===== config.mk =====
export PLATFORM = sky130hd
export DESIGN_NAME = bgms_pop_acc
export DESIGN_NICKNAME = d
export VERILOG_FILES = /design/src/rtl/core/bgms_pkg.sv /design/src/rtl/core/bgms_pop_acc.sv
export SDC_FILE = /design/constraint.sdc
export NUM_CORES = 1
export LEC_CHECK = 0
export ABC_AREA = 1
export BUFFER_PORTS_ARGS = -buffer_cell sky130_fd_sc_hd__buf_2
export CORE_MARGIN = 2
export CORE_UTILIZATION = 51
export DETAILED_ROUTE_END_ITERATION = 6
export GPL_TIMING_DRIVEN = 0
export PLACE_DENSITY = 0.78
export SETUP_SLACK_MARGIN = 0.3
export SYNTH_ARGS = -nofsm -noshare
export SYNTH_HDL_FRONTEND = slang
export SYNTH_SLANG_ARGS = --single-unit

===== constraint.sdc =====
create_clock -name i_clk -period 3.6 [get_ports i_clk]
set_input_delay 0.54 -clock i_clk [delete_from_list [all_inputs] [get_ports i_clk]]
set_output_delay 0.54 -clock i_clk [all_outputs]
set_load 0.02 [all_outputs]

===== src/rtl/core/bgms_pkg.sv =====
`timescale 1ns / 1ps
`default_nettype none

package bgms_pkg;

    // Fixed widths of the port fields.
    localparam int ROW_W   = 64;
    localparam int IDX_W   = 6;
    localparam int SIZE_W  = 7;
    localparam int PASS_W  = 4;
    localparam int LIMIT_W = 13;
    localparam int CNT_W   = 13;
    localparam int APB_AW  = 4;
    localparam int APB_DW  = 32;

    localparam int GRID_SIDE_DEF = 64;

    localparam logic [SIZE_W-1:0]  ACTIVE_SIZE_RST  = 7'd64;
    localparam logic [PASS_W-1:0]  MAX_PASSES_RST   = 4'd10;
    localparam logic [LIMIT_W-1:0] CHANGE_LIMIT_RST = 13'd64;

    // Register indexes, taken from paddr[3:2].
    localparam logic [1:0] CFG_ACTIVE_SIZE  = 2'd0;
    localparam logic [1:0] CFG_MAX_PASSES   = 2'd1;
    localparam logic [1:0] CFG_CHANGE_LIMIT = 2'd2;

    // Row position of the row being smoothed relative to the active square.
    typedef struct packed {
        logic row_act;
        logic up_ok;
        logic dn_ok;
    } t_row_ctl;

    // Half of the in-bounds neighborhood size, rounded down.
    function automatic logic [3:0] half_count(input logic [1:0] rows, input logic [1:0] cols);
        logic [3:0] n;
        n = 4'(rows) * 4'(cols);
        return n >> 1;
    endfunction

endpackage

`default_nettype wire


===== src/rtl/core/bgms_pop_acc.sv =====
`timescale 1ns / 1ps
`default_nettype none

module bgms_pop_acc (
    input  logic                          i_clk,
    input  logic                          i_rst_n,
    input  logic                          i_valid,
    input  logic                          i_last,
    input  logic [bgms_pkg::ROW_W-1:0]    i_diff,
    output logic [bgms_pkg::CNT_W-1:0]    o_total,
    output logic                          o_done
);

    localparam int NB = bgms_pkg::ROW_W / 8;

    logic [3:0]                   r_part [NB];
    logic                         r_p_v;
    logic                         r_p_last;
    logic [bgms_pkg::CNT_W-1:0]   r_total;
    logic                         r_done;
    logic                         r_first;
    logic [3:0]                   w_part [NB];
    logic [6:0]                   w_sum;

    always_comb begin
        for (int k = 0; k < NB; k++) begin
            w_part[k] = '0;
            for (int b = 0; b < 8; b++) begin
                w_part[k] = w_part[k] + 4'(i_diff[8*k+b]);
            end
        end
    end

    always_comb begin
        w_sum = '0;
        for (int k = 0; k < NB; k++) begin
            w_sum = w_sum + 7'(r_part[k]);
        end
    end

    always_ff @(posedge i_clk) begin
        if (i_valid) begin
            r_part <= w_part;
        end
        if (r_p_v) begin
            r_total <= (r_first ? '0 : r_total) + bgms_pkg::CNT_W'(w_sum);
        end
    end

    always_ff @(posedge i_clk) begin
        if (!i_rst_n) begin
            r_p_v    <= 1'b0;
            r_p_last <= 1'b0;
            r_done   <= 1'b0;
            r_first  <= 1'b1;
        end else begin
            r_p_v    <= i_valid;
            r_p_last <= i_valid & i_last;
            r_done   <= r_p_v & r_p_last;
            if (r_p_v) begin
                r_first <= r_p_last;
            end
        end
    end

    assign o_total = r_total;
    assign o_done  = r_done;

endmodule

`default_nettype wire


==> impl_metrics.json <==
{
  "synth.distinct_cells": 17,
  "synth_area_leaders": "edfxtp_1 (33%), fa_1 (29%), inv_1 (12%)",
  "fp.dieW_um": 93.7,
  "worst_pin_slew_ns": 0.704,
  "final_common_cell": "inv_1",
  "worst_ep_required_time_ns": 3.66,
  "fp.dieH_um": 93.7,
  "timing.rr.start": "r_first",
  "period_share": 1.05,
  "num_rows": 32,
  "core_um2": 7770,
  "yosys.area.top_type": "edfxtp_1",
  "violations": "negative setup slack",
  "max-cap-violations": 0,
  "antenna_found_initial": 0,
  "ys_ff_latch": 49,
  "max_freq_mhz": 264,
  "clk_path_buf_depth": 2,
  "grt_pass1_wl_um": 11600,
  "io_pins": 82,
  "synthCells": 387,
  "hp-class": "in2reg",
  "avgSynthCellArea_um2": 10.6,
  "first_pass_iters": 6,
  "start_util": 0.528,
  "drt_iter0_markers": 57,
  "drt-total-wl_um": 7040,
  "die_area_um2": 8770,
  "ctsHoldBuffers": 0,
  "clock_skew_ns": 0.0103,
  "num_vias": 2710,
  "portBuffers": 81,
  "cts_buffers": 5,
  "grt_max_degree": 34,
  "critical_path_class": "reg2reg",
  "cts_tree": "built",
  "drv_slew": 0,
  "synthesis.nets": 551,
  "synth_warnings": 0,
  "slew_headroom": 0.530,
  "wire_per_inst_um": 12.0,
  "drive_above_1_share": 0.277,
  "arrival_ns": 3.85,
  "grt_pass1_vias": 2824,
  "path_clk_slew_ns": 0.08,
  "postRouteAntennaNets": 0,
  "cp-start-kind": "register",
  "worst_setup_path_end_kind": "register",
  "final_hold_viol_count": 0,
  "route.detailed.drc": 0,
  "rsz0062_at_grt": "true",
  "routabilityCongestion": 0.795,
  "syn2layout_area_growth_pct": 21.1,
  "finalWorstSetupSlack_ns": -0.187,
  "via_per_inst": 4.60,
  "grt_use_total": 0.172,
  "nFillCells": 613,
  "fin_area_um2": 4970,
  "finalSetupViolations": 9,
  "mostFrequentLayoutCells": "inv_1 (126), buf_2 (81), fa_1 (57)",
  "ctsHtreeMaxLevel": 2,
  "crit_fanout": 5,
  "cts_sinks": 49,
  "synth_seq_area_share": 0.349,
  "clock_latency_ns": 0.30,
  "placed_area_um2": 4650,
  "netlist_area_um2": 4100,
  "dpl.hpwl_um": 5650,
  "worstSetupStartpoint": "r_first",
  "antenna_cells": 0,
  "root_buffer": "clkbuf_8",
  "grt.overflow.total": 0,
  "status": "complete, but fails checks",
  "post-route-min-period_ns": 3.79,
  "num-nets-final": 650,
  "synth_top_area_share": 0.330,
  "holdCritStartpoint": "i_last"
}
[sequential cells by signal, summed over array words and instances, names as in the netlist]
signal / count
o_total: 13
r_first: 1
r_p_last: 1
r_p_v: 1
r_part: 32
o_done: 1
[repair_timing]
action	in CTS	in global routing
gates cloned	0	0
resized for setup	13	25
setup endpoints to repair	10	10
pin swaps	13	18
buffers inserted	8	3
hold endpoints to repair	0	0
[cell families (layout without fill, tap and decap cells)]
| kind of cell | after synthesis | in the layout | synth area share |
|---|---|---|---|
| adders and majority gates | 96 | 96 | 0.401 |
| DFF | 49 | 49 | 0.349 |
| and+or+nand+nor | 91 | 91 | 0.0915 |
| AOI/OAI and AO/OA | 4 | 4 | 0.00549 |
| buffers and inverters | 134 | 234 | 0.125 |
| xor gates and xnor gates | 13 | 13 | 0.0278 |
[final cells by class]
class	count	area, um2	area share
Buffer	1	25.0	0.00504
Clock buffer	8	90.1	0.0181
Inverter	133	499	0.101
Multi-Input combinational cell	204	2290	0.461
Sequential cell	49	1440	0.289
Tap cell	102	128	0.0257
Timing Repair Buffer	92	499	0.101
[path summary, 6_finish.rpt]
kind                 to  slack (ns)  depth (start not counted)
max          o_total[8]       -0.19                         17
max reg2reg  o_total[8]       -0.19                         17
min            r_p_last        0.45                          3
min reg2reg      o_done        0.46                          2
[synthesized netlist by cell type (all sizes together)]
cell type    n
fa          59
or2          1
clkbuf       1
ha          37
xnor2        2
xor2        11
a21oi        2
nor2        21
nand2       52
o21ai        1
edfxtp      45
inv        133
dfxtp        4
o211ai       1
nand3       17
[metrics by stage]
step                hold WS (ns)  cells  setup slack, ns  utilization  setup TNS, ns
global route               0.463    589           -0.328        0.639          -2.50
finish                     0.445    589           -0.187        0.639          -1.21
detailed placement         0.431    570           -0.402        0.598          -1.83
floorplan                  0.418    387           -0.138            -         -0.315
global placement           0.426    570           -0.327        0.598          -1.52
CTS                        0.443    586           -0.248        0.626          -1.32
[critical path, stage by stage (launching register included)]
cell	delay, ns
dfxtp_4	0.36
clkbuf_16	0.15
nor2_4	0.11
fa_1	0.44
fa_1	0.53
inv_1	0.06
fa_1	0.39
fa_1	0.46
inv_1	0.07
ha_2	0.16
inv_2	0.04
fa_2	0.34
inv_2	0.07
nand3_2	0.06
nand3_2	0.09
nand2_1	0.07
nand2_2	0.07
xor2_1	0.06
[routing by layer]
layer | part of all wire | routed length (um) | up-vias | GRT usage
met5 | 0 | 0 | - | 0
met4 | 0.028 | 196 | 0 | 0.0676
met3 | 0.039 | 272 | 15 | 0.0297
met2 | 0.54 | 3810 | 67 | 0.318
met1 | 0.39 | 2760 | 1294 | 0.197
li1 | - | - | 1334 | -
Power is not shown: default switching activity piles up to over one toggle a cycle in this logic, so the estimate is an artifact.
