[config.mk]
export PLATFORM = sky130hd
export DESIGN_NAME = bgms_row_unit
export DESIGN_NICKNAME = d
export VERILOG_FILES = /design/src/rtl/core/bgms_pkg.sv /design/src/rtl/core/bgms_row_unit.sv
export SDC_FILE = /design/constraint.sdc
export NUM_CORES = 1
export LEC_CHECK = 0
export ABC_AREA = 1
export BUFFER_PORTS_ARGS = -buffer_cell sky130_fd_sc_hd__buf_4
export CAP_MARGIN = 20
export CORE_MARGIN = 3
export CORE_UTILIZATION = 66
export DETAILED_ROUTE_END_ITERATION = 12
export PLACE_DENSITY = 0.95
export SLEW_MARGIN = 15
export SYNTH_ARGS = -nofsm -noshare
export SYNTH_HDL_FRONTEND = slang
export SYNTH_SLANG_ARGS = --single-unit
[constraint.sdc]
create_clock -name vclk -period 8.45
set_input_delay 0.845 -clock vclk [all_inputs]
set_output_delay 0.845 -clock vclk [all_outputs]
set_load 0.005 [all_outputs]
[src/rtl/core/bgms_pkg.sv]
`timescale 1ns / 1ps
`default_nettype none

package bgms_pkg;

    // Fixed widths of the port fields.
    localparam int ROW_W   = 64;
    localparam int IDX_W   = 6;
    localparam int SIZE_W  = 7;
    localparam int PASS_W  = 4;
    localparam int LIMIT_W = 13;
    localparam int CNT_W   = 13;
    localparam int APB_AW  = 4;
    localparam int APB_DW  = 32;

    localparam int GRID_SIDE_DEF = 64;

    localparam logic [SIZE_W-1:0]  ACTIVE_SIZE_RST  = 7'd64;
    localparam logic [PASS_W-1:0]  MAX_PASSES_RST   = 4'd10;
    localparam logic [LIMIT_W-1:0] CHANGE_LIMIT_RST = 13'd64;

    // Register indexes, taken from paddr[3:2].
    localparam logic [1:0] CFG_ACTIVE_SIZE  = 2'd0;
    localparam logic [1:0] CFG_MAX_PASSES   = 2'd1;
    localparam logic [1:0] CFG_CHANGE_LIMIT = 2'd2;

    // Row position of the row being smoothed relative to the active square.
    typedef struct packed {
        logic row_act;
        logic up_ok;
        logic dn_ok;
    } t_row_ctl;

    // Half of the in-bounds neighborhood size, rounded down.
    function automatic logic [3:0] half_count(input logic [1:0] rows, input logic [1:0] cols);
        logic [3:0] n;
        n = 4'(rows) * 4'(cols);
        return n >> 1;
    endfunction

endpackage

`default_nettype wire

[src/rtl/core/bgms_row_unit.sv]
`timescale 1ns / 1ps
`default_nettype none

module bgms_row_unit #(
    parameter int GRID_SIDE = bgms_pkg::GRID_SIDE_DEF,
    localparam int CW = $clog2(GRID_SIDE + 1)
) (
    input  logic [GRID_SIDE-1:0] i_prev,
    input  logic [GRID_SIDE-1:0] i_cur,
    input  logic [GRID_SIDE-1:0] i_next,
    input  bgms_pkg::t_row_ctl   i_ctl,
    input  logic [CW-1:0]        i_side,
    output logic [GRID_SIDE-1:0] o_row
);

    logic [GRID_SIDE-1:0] w_cm;
    logic [GRID_SIDE-1:0] w_p;
    logic [GRID_SIDE-1:0] w_c;
    logic [GRID_SIDE-1:0] w_n;
    logic [1:0]           w_cs [GRID_SIDE+2];

    always_comb begin
        for (int j = 0; j < GRID_SIDE; j++) begin
            w_cm[j] = CW'(j) < i_side;
        end
        w_p = i_ctl.up_ok ? (i_prev & w_cm) : '0;
        w_c = i_cur & w_cm;
        w_n = i_ctl.dn_ok ? (i_next & w_cm) : '0;
    end

    // Column sums, with a zero column on each side of the grid.
    always_comb begin
        w_cs[0]           = '0;
        w_cs[GRID_SIDE+1] = '0;
        for (int j = 0; j < GRID_SIDE; j++) begin
            w_cs[j+1] = 2'(w_p[j]) + 2'(w_c[j]) + 2'(w_n[j]);
        end
    end

    always_comb begin
        logic [3:0] f;
        logic [1:0] rows;
        logic [1:0] cols;
        rows = 2'd1 + 2'(i_ctl.up_ok) + 2'(i_ctl.dn_ok);
        for (int j = 0; j < GRID_SIDE; j++) begin
            f        = 4'(w_cs[j]) + 4'(w_cs[j+1]) + 4'(w_cs[j+2]);
            cols     = 2'd1 + 2'(j > 0) + 2'(CW'(j + 1) < i_side);
            o_row[j] = i_ctl.row_act & w_cm[j] & (f > bgms_pkg::half_count(rows, cols));
        end
    end

endmodule

`default_nettype wire

==> impl_metrics.py, run 1 <==
metrics = {
    "cells_and_area": {
        "multiInputGateArea_mm2": 0.0139,
        "syn_to_final_growth_pct": 14.3,
        "fin_area_mm2": 0.0183,
        "final_cell_mix": "inv_1, ha_1, nand2_1, buf_4, fa_1",
        "seq_cells": 0,
        "nClkBuffers": 0,
        "seq_area_um2": 0,
        "antenna_cells": 0,
        "drive_gt1_frac": 0.135,
        "final_common_cell": "inv_1",
        "final_nets": 3178,
        "fillCellCount": 1588,
    },
    "timing": {
        "worstMarginPinSlew_ns": 1.02,
        "hold_viol": 0,
        "finalMaxSlewViolations": 0,
        "rsz0062_at_grt": "no",
        "fmax_mhz": 152,
        "fin_tns_setup_ns": 0,
        "finalCritPeriodShare": 0.779,
        "fin_crit_ns": 6.58,
        "timing.slew.headroom": 0.321,
        "setup_violations": 0,
    },
    "clocking": {
        "ctsHoldBuffers": 0,
        "cts_resized": 0,
        "postCtsSetupBuffers": 0,
    },
    "drt": {
        "drc": 0,
        "drt_first_pass_iters": 5,
        "via_per_inst": 5.78,
        "routedWlPerCell_um": 17.8,
        "ant_nets": 0,
        "drt_iter0_drc": 1226,
        "via_count": 15300,
        "wirelength_um": 47100,
    },
    "logic_synthesis": {
        "yosys_warnings": 0,
        "synth_fp_nets": 2935,
        "seq_area_frac_synth": 0,
        "synth.cell_area_mm2": 0.0160,
        "synthCells": 2093,
        "avgSynthCellArea_um2": 7.66,
        "ys_types": 33,
    },
    "critical_path": {
        "crit_path_start_kind": "input port",
        "crit_path_start": "i_side[6]",
        "cp.required_ns": 7.61,
        "worstSetupEndpointType": "output port",
        "timing.setup.critical_path_class": "input port to output port",
        "path_max_fanout": 21,
        "crit_arrival_ns": 5.74,
    },
    "grt": {
        "grt_overflow": 0,
        "antenna_found_initial": 0,
        "track_usage": 0.360,
        "grt_pass1_wl_um": 76700,
        "grt_pass1_vias": 16800,
        "grt_max_degree": 61,
    },
    "power_and_ir_drop": {
        "p_leak_nw": 11.0,
        "power_density_mw_per_mm2": 130,
        "vdd_ir_drop_max_uv": 89.4,
    },
    "placed_design": {
        "dpl.hpwl_um": 40000,
        "port_buffers": 266,
        "place_congestion": 0.952,
        "placed_cell_area_mm2": 0.0183,
    },
    "outcome": {
        "outcome": "finished clean",
    },
    "flow_run": {
        "drv_cap": 0,
    },
    "floorplanning": {
        "ios": 266,
        "die_y_um": 162,
        "die_w_um": 162,
        "core_mm2": 0.0237,
        "rows": 56,
        "die_area_mm2": 0.0262,
        "initial_core_util": 0.677,
    },
    "min_path": {
        "min-delay-path-class": "input port to output port",
        "hp-start": "i_side[1]",
    },
}
[per-stage QoR]
stage	utilization	std cells	hold WS [ns]	total power, mW	setup WS, ns
finish	0.774	2653	2.22	2.39	1.87
global route	0.774	2653	2.25	2.75	1.58
CTS	0.774	2653	2.23	2.36	1.90
detailed placement	0.774	2653	2.22	2.35	1.91
global placement	0.774	2653	2.21	2.12	2.13
floorplan	-	2093	1.90	1.59	3.13
[power breakdown]
group,switching (mW),total (mW),internal [mW]
registers,0,0,0
clock network,0,0,0
logic,1.36,2.39,1.03
[synth_stat cells (all sizes together), types with 2 or more instances]
| cell | count | share of area |
|---|---|---|
| fa | 245 | 0.31 |
| xnor2 | 5 | 0.0027 |
| nor3b | 11 | 0.0055 |
| a31oi | 19 | 0.0074 |
| nand3 | 183 | 0.057 |
| a21oi | 32 | 0.010 |
| nor3 | 14 | 0.0044 |
| nand4 | 6 | 0.0023 |
| o21bai | 13 | 0.0061 |
| buf | 11 | 0.0051 |
| ha | 395 | 0.31 |
| o21ai | 61 | 0.020 |
| nand2 | 284 | 0.069 |
| clkbuf | 20 | 0.0047 |
| inv | 537 | 0.13 |
| and3 | 2 | 0.00078 |
| a21boi | 9 | 0.0042 |
| nor2 | 242 | 0.059 |
[area by class of cell]
cell class / count / share of cell area
multi-input combinational: 1525 / 0.757
tap: 319 / 0.0218
inverter: 537 / 0.110
timing repair buffer: 272 / 0.111
[metal layers]
layer / GRT usage / up-vias / part of all wire
li1: - / 6936 / -
met1: 0.411 / 7249 / 0.35
met2: 0.633 / 867 / 0.49
met3: 0.0505 / 281 / 0.094
met4: 0.228 / 0 / 0.075
met5: 0 / - / 0
[critical path, cell delays in order]
cell and delay (ns):
buf_4 0.14, nor2_1 0.11, buf_4 0.28, nand2_1 0.51
inv_2 0.33, nand2_1 0.20, nand3_1 0.17, fa_1 0.43
inv_1 0.13, fa_1 0.43, ha_1 0.21, inv_1 0.08
fa_1 0.46, fa_1 0.56, inv_1 0.05, ha_1 0.28
nand2_1 0.06, nand2_1 0.05, nand2_1 0.05, nand2_1 0.05
nand2_1 0.05, a21oi_1 0.12, buf_4 0.13
[path summary, 6_finish.rpt]
check / depth (start not counted) / slack (ns) / end
setup / recovery: 23 / 1.87 / o_row[1]
hold / removal: 6 / 2.22 / o_row[30]
[cells by family after synthesis]
| family | after synthesis | synth area share |
|---|---|---|
| compound gates | 134 | 0.0477 |
| xor+xnor | 6 | 0.00328 |
| other cells | 1 | 0.000234 |
| fa+ha+maj | 640 | 0.614 |
| simple gates | 744 | 0.199 |
| buf+inv | 568 | 0.135 |
Note: power is estimated with default switching activity, not from simulation.
==> inputs of run 2 (changes only) <==
- CORE_UTILIZATION: 66 -> 55
- PLACE_DENSITY: 0.95 -> 0.87
- clock period: 8.45 -> 5.99 ns (I/O delays scaled with it)
==> impl_metrics.py, run 2 (synthesis gave the netlist of run 1 again) <==
metrics = {
    "drt": {
        "drt_first_pass_iters": 7,
        "drt_iter0_drc": 909,
        "drc": 0,
        "routedWlPerCell_um": 17.3,
        "ant_nets": 0,
        "wirelength_um": 47200,
        "via_per_inst": 5.47,
        "via_count": 14900,
    },
    "floorplanning": {
        "ios": 266,
        "die_w_um": 177,
        "core_mm2": 0.0282,
        "die_y_um": 177,
        "initial_core_util": 0.568,
        "rows": 61,
        "die_area_mm2": 0.0312,
    },
    "flow_run": {
        "drv_cap": 0,
    },
    "timing": {
        "worstMarginPinSlew_ns": 0.916,
        "fin_crit_ns": 5.42,
        "timing.slew.headroom": 0.389,
        "finalMaxSlewViolations": 0,
        "fin_tns_setup_ns": 0,
        "hold_viol": 0,
        "finalCritPeriodShare": 0.906,
        "setup_violations": 0,
        "rsz0062_at_grt": "no",
        "fmax_mhz": 184,
    },
    "cells_and_area": {
        "seq_cells": 0,
        "drive_gt1_frac": 0.139,
        "nClkBuffers": 0,
        "multiInputGateArea_mm2": 0.0139,
        "antenna_cells": 0,
        "fin_area_mm2": 0.0185,
        "fillCellCount": 2366,
        "final_nets": 3190,
        "final_common_cell": "inv_1",
        "stdcell_count": 2724,
        "final_cell_mix": "inv_1, ha_1, buf_4, nand2_1, fa_1",
        "syn_to_final_growth_pct": 15.4,
        "seq_area_um2": 0,
    },
    "critical_path": {
        "cp.required_ns": 5.39,
        "crit_arrival_ns": 4.83,
        "worstSetupEndpointType": "output port",
        "worstPathCellList": "buf_4 -> nor2_2 -> nand2_1 -> nand3_1 -> fa_1 -> inv_1 -> fa_1 -> ha_1 -> inv_1 -> fa_1 -> fa_1 -> inv_1 -> ha_1 -> nand2_1 -> nand2_1 -> nand2_1 -> nand2_1 -> nand2_1 -> a21oi_1 -> buf_4",
        "crit_path_frequent_cell": "nand2_1",
        "crit_path_max_incr_delay_ns": 0.55,
        "timing.setup.critical_path_class": "input port to output port",
        "path_max_fanout": 8,
        "crit_path_start": "i_side[1]",
        "cp_slowest_cell": "fa_1",
        "crit_path_start_kind": "input port",
    },
    "grt": {
        "grt_overflow": 0,
        "grt_max_degree": 61,
        "track_usage": 0.303,
        "antenna_found_initial": 0,
        "grt_pass1_wl_um": 76600,
        "grt_pass1_vias": 16100,
    },
    "min_path": {
        "hp-start": "i_side[1]",
        "min-delay-path-class": "input port to output port",
    },
    "outcome": {
        "outcome": "finished clean",
    },
    "clocking": {
        "cts_resized": 0,
        "postCtsSetupBuffers": 0,
        "ctsHoldBuffers": 0,
    },
    "placed_design": {
        "dpl.hpwl_um": 40800,
        "port_buffers": 266,
        "place_inst": 2724,
        "placed_cell_area_mm2": 0.0185,
        "place_congestion": 0.969,
    },
    "power_and_ir_drop": {
        "vdd_ir_drop_max_uv": 111,
        "p_leak_nw": 11.1,
        "power_density_mw_per_mm2": 181,
    },
}
-- run 2: cell count changes in the layout (fill, tap and decap cells not counted) --
cell	change
buf_12	+1
buf_4	+11
clkinv_2	+1
inv_2	-1
nor2_1	-1
nor2_2	+1
-- run 2: final timing paths --
check,depth (start not counted),endpoint,slack (ns)
setup / recovery,20,o_row[1],0.57
hold / removal,6,o_row[30],1.77
-- run 2: where the power goes --
group / switching, mW / internal [mW] / leakage (nW)
Clock: 0 / 0 / 0
Combinational: 1.90 / 1.44 / 11.1
Sequential: 0 / 0 / 0
-- run 2: critical path, delay by kind of cell --
family                   cells  cell delay [ns]
AO/OA/AOI/OAI                1             0.17
adder cells (fa/ha/maj)      6             2.35
buffers and inverters        5             0.50
AND/OR/NAND/NOR              8             1.18
-- run 2: final cells by class --
type                       count  area share
multi-input combinational   1525       0.750
timing repair buffer         284       0.116
inverter                     537       0.109
tap                          378      0.0256
-- run 2: metrics by stage --
step	power [mW]	hold slack [ns]	setup slack, ns	utilization
floorplan	2.25	1.41	1.16	-
global placement	3.04	1.74	0.744	0.655
detailed placement	3.31	1.75	0.639	0.655
CTS	3.33	1.75	0.629	0.655
global route	3.88	1.79	0.329	0.655
finish	3.34	1.77	0.565	0.655
-- run 2: layer usage --
metal	track usage	vias to the layer above	wire [µm]
li1	-	6960	-
met1	0.364	7125	18000
met2	0.552	670	23500
met3	0.0352	156	3530
met4	0.121	0	2190
met5	0	-	0
==> inputs of run 3 (changes only) <==
- CORE_UTILIZATION: 55 -> 65
- PLACE_DENSITY: 0.87 -> 0.95
- clock period: 5.99 -> 6.7 ns (I/O delays scaled with it)
==> impl_metrics.py, run 3 (synthesis gave the netlist of run 1 again) <==
metrics = {
    "cells_and_area": {
        "antenna_cells": 0,
        "fin_area_mm2": 0.0184,
        "final_cell_mix": "inv_1, ha_1, buf_4, nand2_1, fa_1",
        "seq_cells": 0,
        "syn_to_final_growth_pct": 14.5,
        "nClkBuffers": 0,
        "final_nets": 3181,
        "stdcell_count": 2656,
        "drive_gt1_frac": 0.136,
        "seq_area_um2": 0,
        "fillCellCount": 1628,
        "final_common_cell": "inv_1",
    },
    "clocking": {
        "cts_resized": 0,
        "postCtsSetupBuffers": 0,
        "ctsHoldBuffers": 0,
    },
    "timing": {
        "fmax_mhz": 178,
        "finalCritPeriodShare": 0.838,
        "rsz0062_at_grt": "no",
        "hold_viol": 0,
        "fin_crit_ns": 5.61,
        "finalMaxSlewViolations": 0,
        "timing.slew.headroom": 0.387,
        "fin_tns_setup_ns": 0,
        "worstMarginPinSlew_ns": 0.919,
        "setup_violations": 0,
        "finalWorstSetupSlack_ns": 1.09,
    },
    "placed_design": {
        "place_congestion": 0.928,
        "dp_slack_ns": 1.14,
        "placed_cell_area_mm2": 0.0184,
        "port_buffers": 266,
        "dpl.hpwl_um": 41100,
        "place_inst": 2656,
    },
    "critical_path": {
        "crit_path_max_incr_delay_ns": 0.58,
        "worstPathCellList": "buf_4 -> nor2_1 -> nand2_1 -> buf_4 -> inv_2 -> nand2_1 -> nand3_1 -> fa_1 -> inv_1 -> fa_1 -> ha_1 -> inv_1 -> fa_1 -> fa_1 -> inv_1 -> ha_1 -> nand2_1 -> nand2_1 -> nand2_1 -> nand2_1 -> nand2_1 -> a21oi_1 -> buf_4",
        "crit_path_frequent_cell": "nand2_1",
        "path_max_fanout": 21,
        "worstSetupEndpointType": "output port",
        "timing.setup.critical_path_class": "input port to output port",
        "cp_slowest_cell": "fa_1",
        "cp.required_ns": 6.03,
        "crit_path_start_kind": "input port",
        "crit_arrival_ns": 4.94,
    },
    "drt": {
        "drc": 0,
        "ant_nets": 0,
        "via_per_inst": 5.81,
        "drt_first_pass_iters": 6,
        "wirelength_um": 48700,
        "routedWlPerCell_um": 18.3,
        "drt_iter0_drc": 1274,
        "via_count": 15400,
    },
    "grt": {
        "grt_pass1_wl_um": 77800,
        "grt_overflow": 0,
        "track_usage": 0.363,
        "grt_max_degree": 61,
        "antenna_found_initial": 0,
        "grt_pass1_vias": 16800,
    },
    "floorplanning": {
        "core_mm2": 0.0238,
        "initial_core_util": 0.673,
        "die_w_um": 163,
        "rows": 56,
        "die_area_mm2": 0.0266,
        "ios": 266,
        "die_y_um": 163,
    },
    "outcome": {
        "outcome": "finished clean",
    },
    "power_and_ir_drop": {
        "vdd_ir_drop_max_uv": 117,
        "p_leak_nw": 11.0,
        "power_density_mw_per_mm2": 166,
        "p_total_mw": 3.05,
    },
    "min_path": {
        "min-delay-path-class": "input port to output port",
    },
    "flow_run": {
        "drv_cap": 0,
    },
}
run 3: where the power goes:
part	switching (mW)	internal [mW]	leakage [nW]
Combinational	1.75	1.30	11.0
Clock	0	0	0
Sequential	0	0	0
Total	1.75	1.30	11.0
run 3: path summary, 6_finish.rpt:
kind	start	end	slack (ns)	depth (start not counted)
setup / recovery	i_side[4]	o_row[1]	1.09	23
hold / removal	i_side[1]	o_row[30]	1.88	6
run 3: critical path: cells and delay by family:
kind	cells	cell delay (ns)
buffers and inverters	7	0.82
and+or+nand+nor	9	0.76
adders and majority gates	6	2.55
AOI/OAI and AO/OA	1	0.11
run 3: layout make-up:
class              count  area, µm²  area share
multi-input cells   1525      13900       0.755
repair buffers       275       2080       0.113
inverters            537       2020       0.110
well taps            319        399      0.0217
run 3: per-layer routing:
metal  vias up  GRT usage  routed length (µm)
met2       921      0.649               23800
li1       6939          -                   -
met5         -          0                   0
met3       260     0.0593                4510
met1      7311      0.409               17000
met4         0      0.210                3320
run 3: stage by stage:
step / hold slack, ns / util
3_5_place_dp: 1.88 / 0.771
5_1_grt: 1.94 / 0.771
3_3_place_gp: 1.88 / 0.771
6_report: 1.88 / 0.771
2_1_floorplan: 1.55 / -
4_1_cts: 1.88 / 0.771
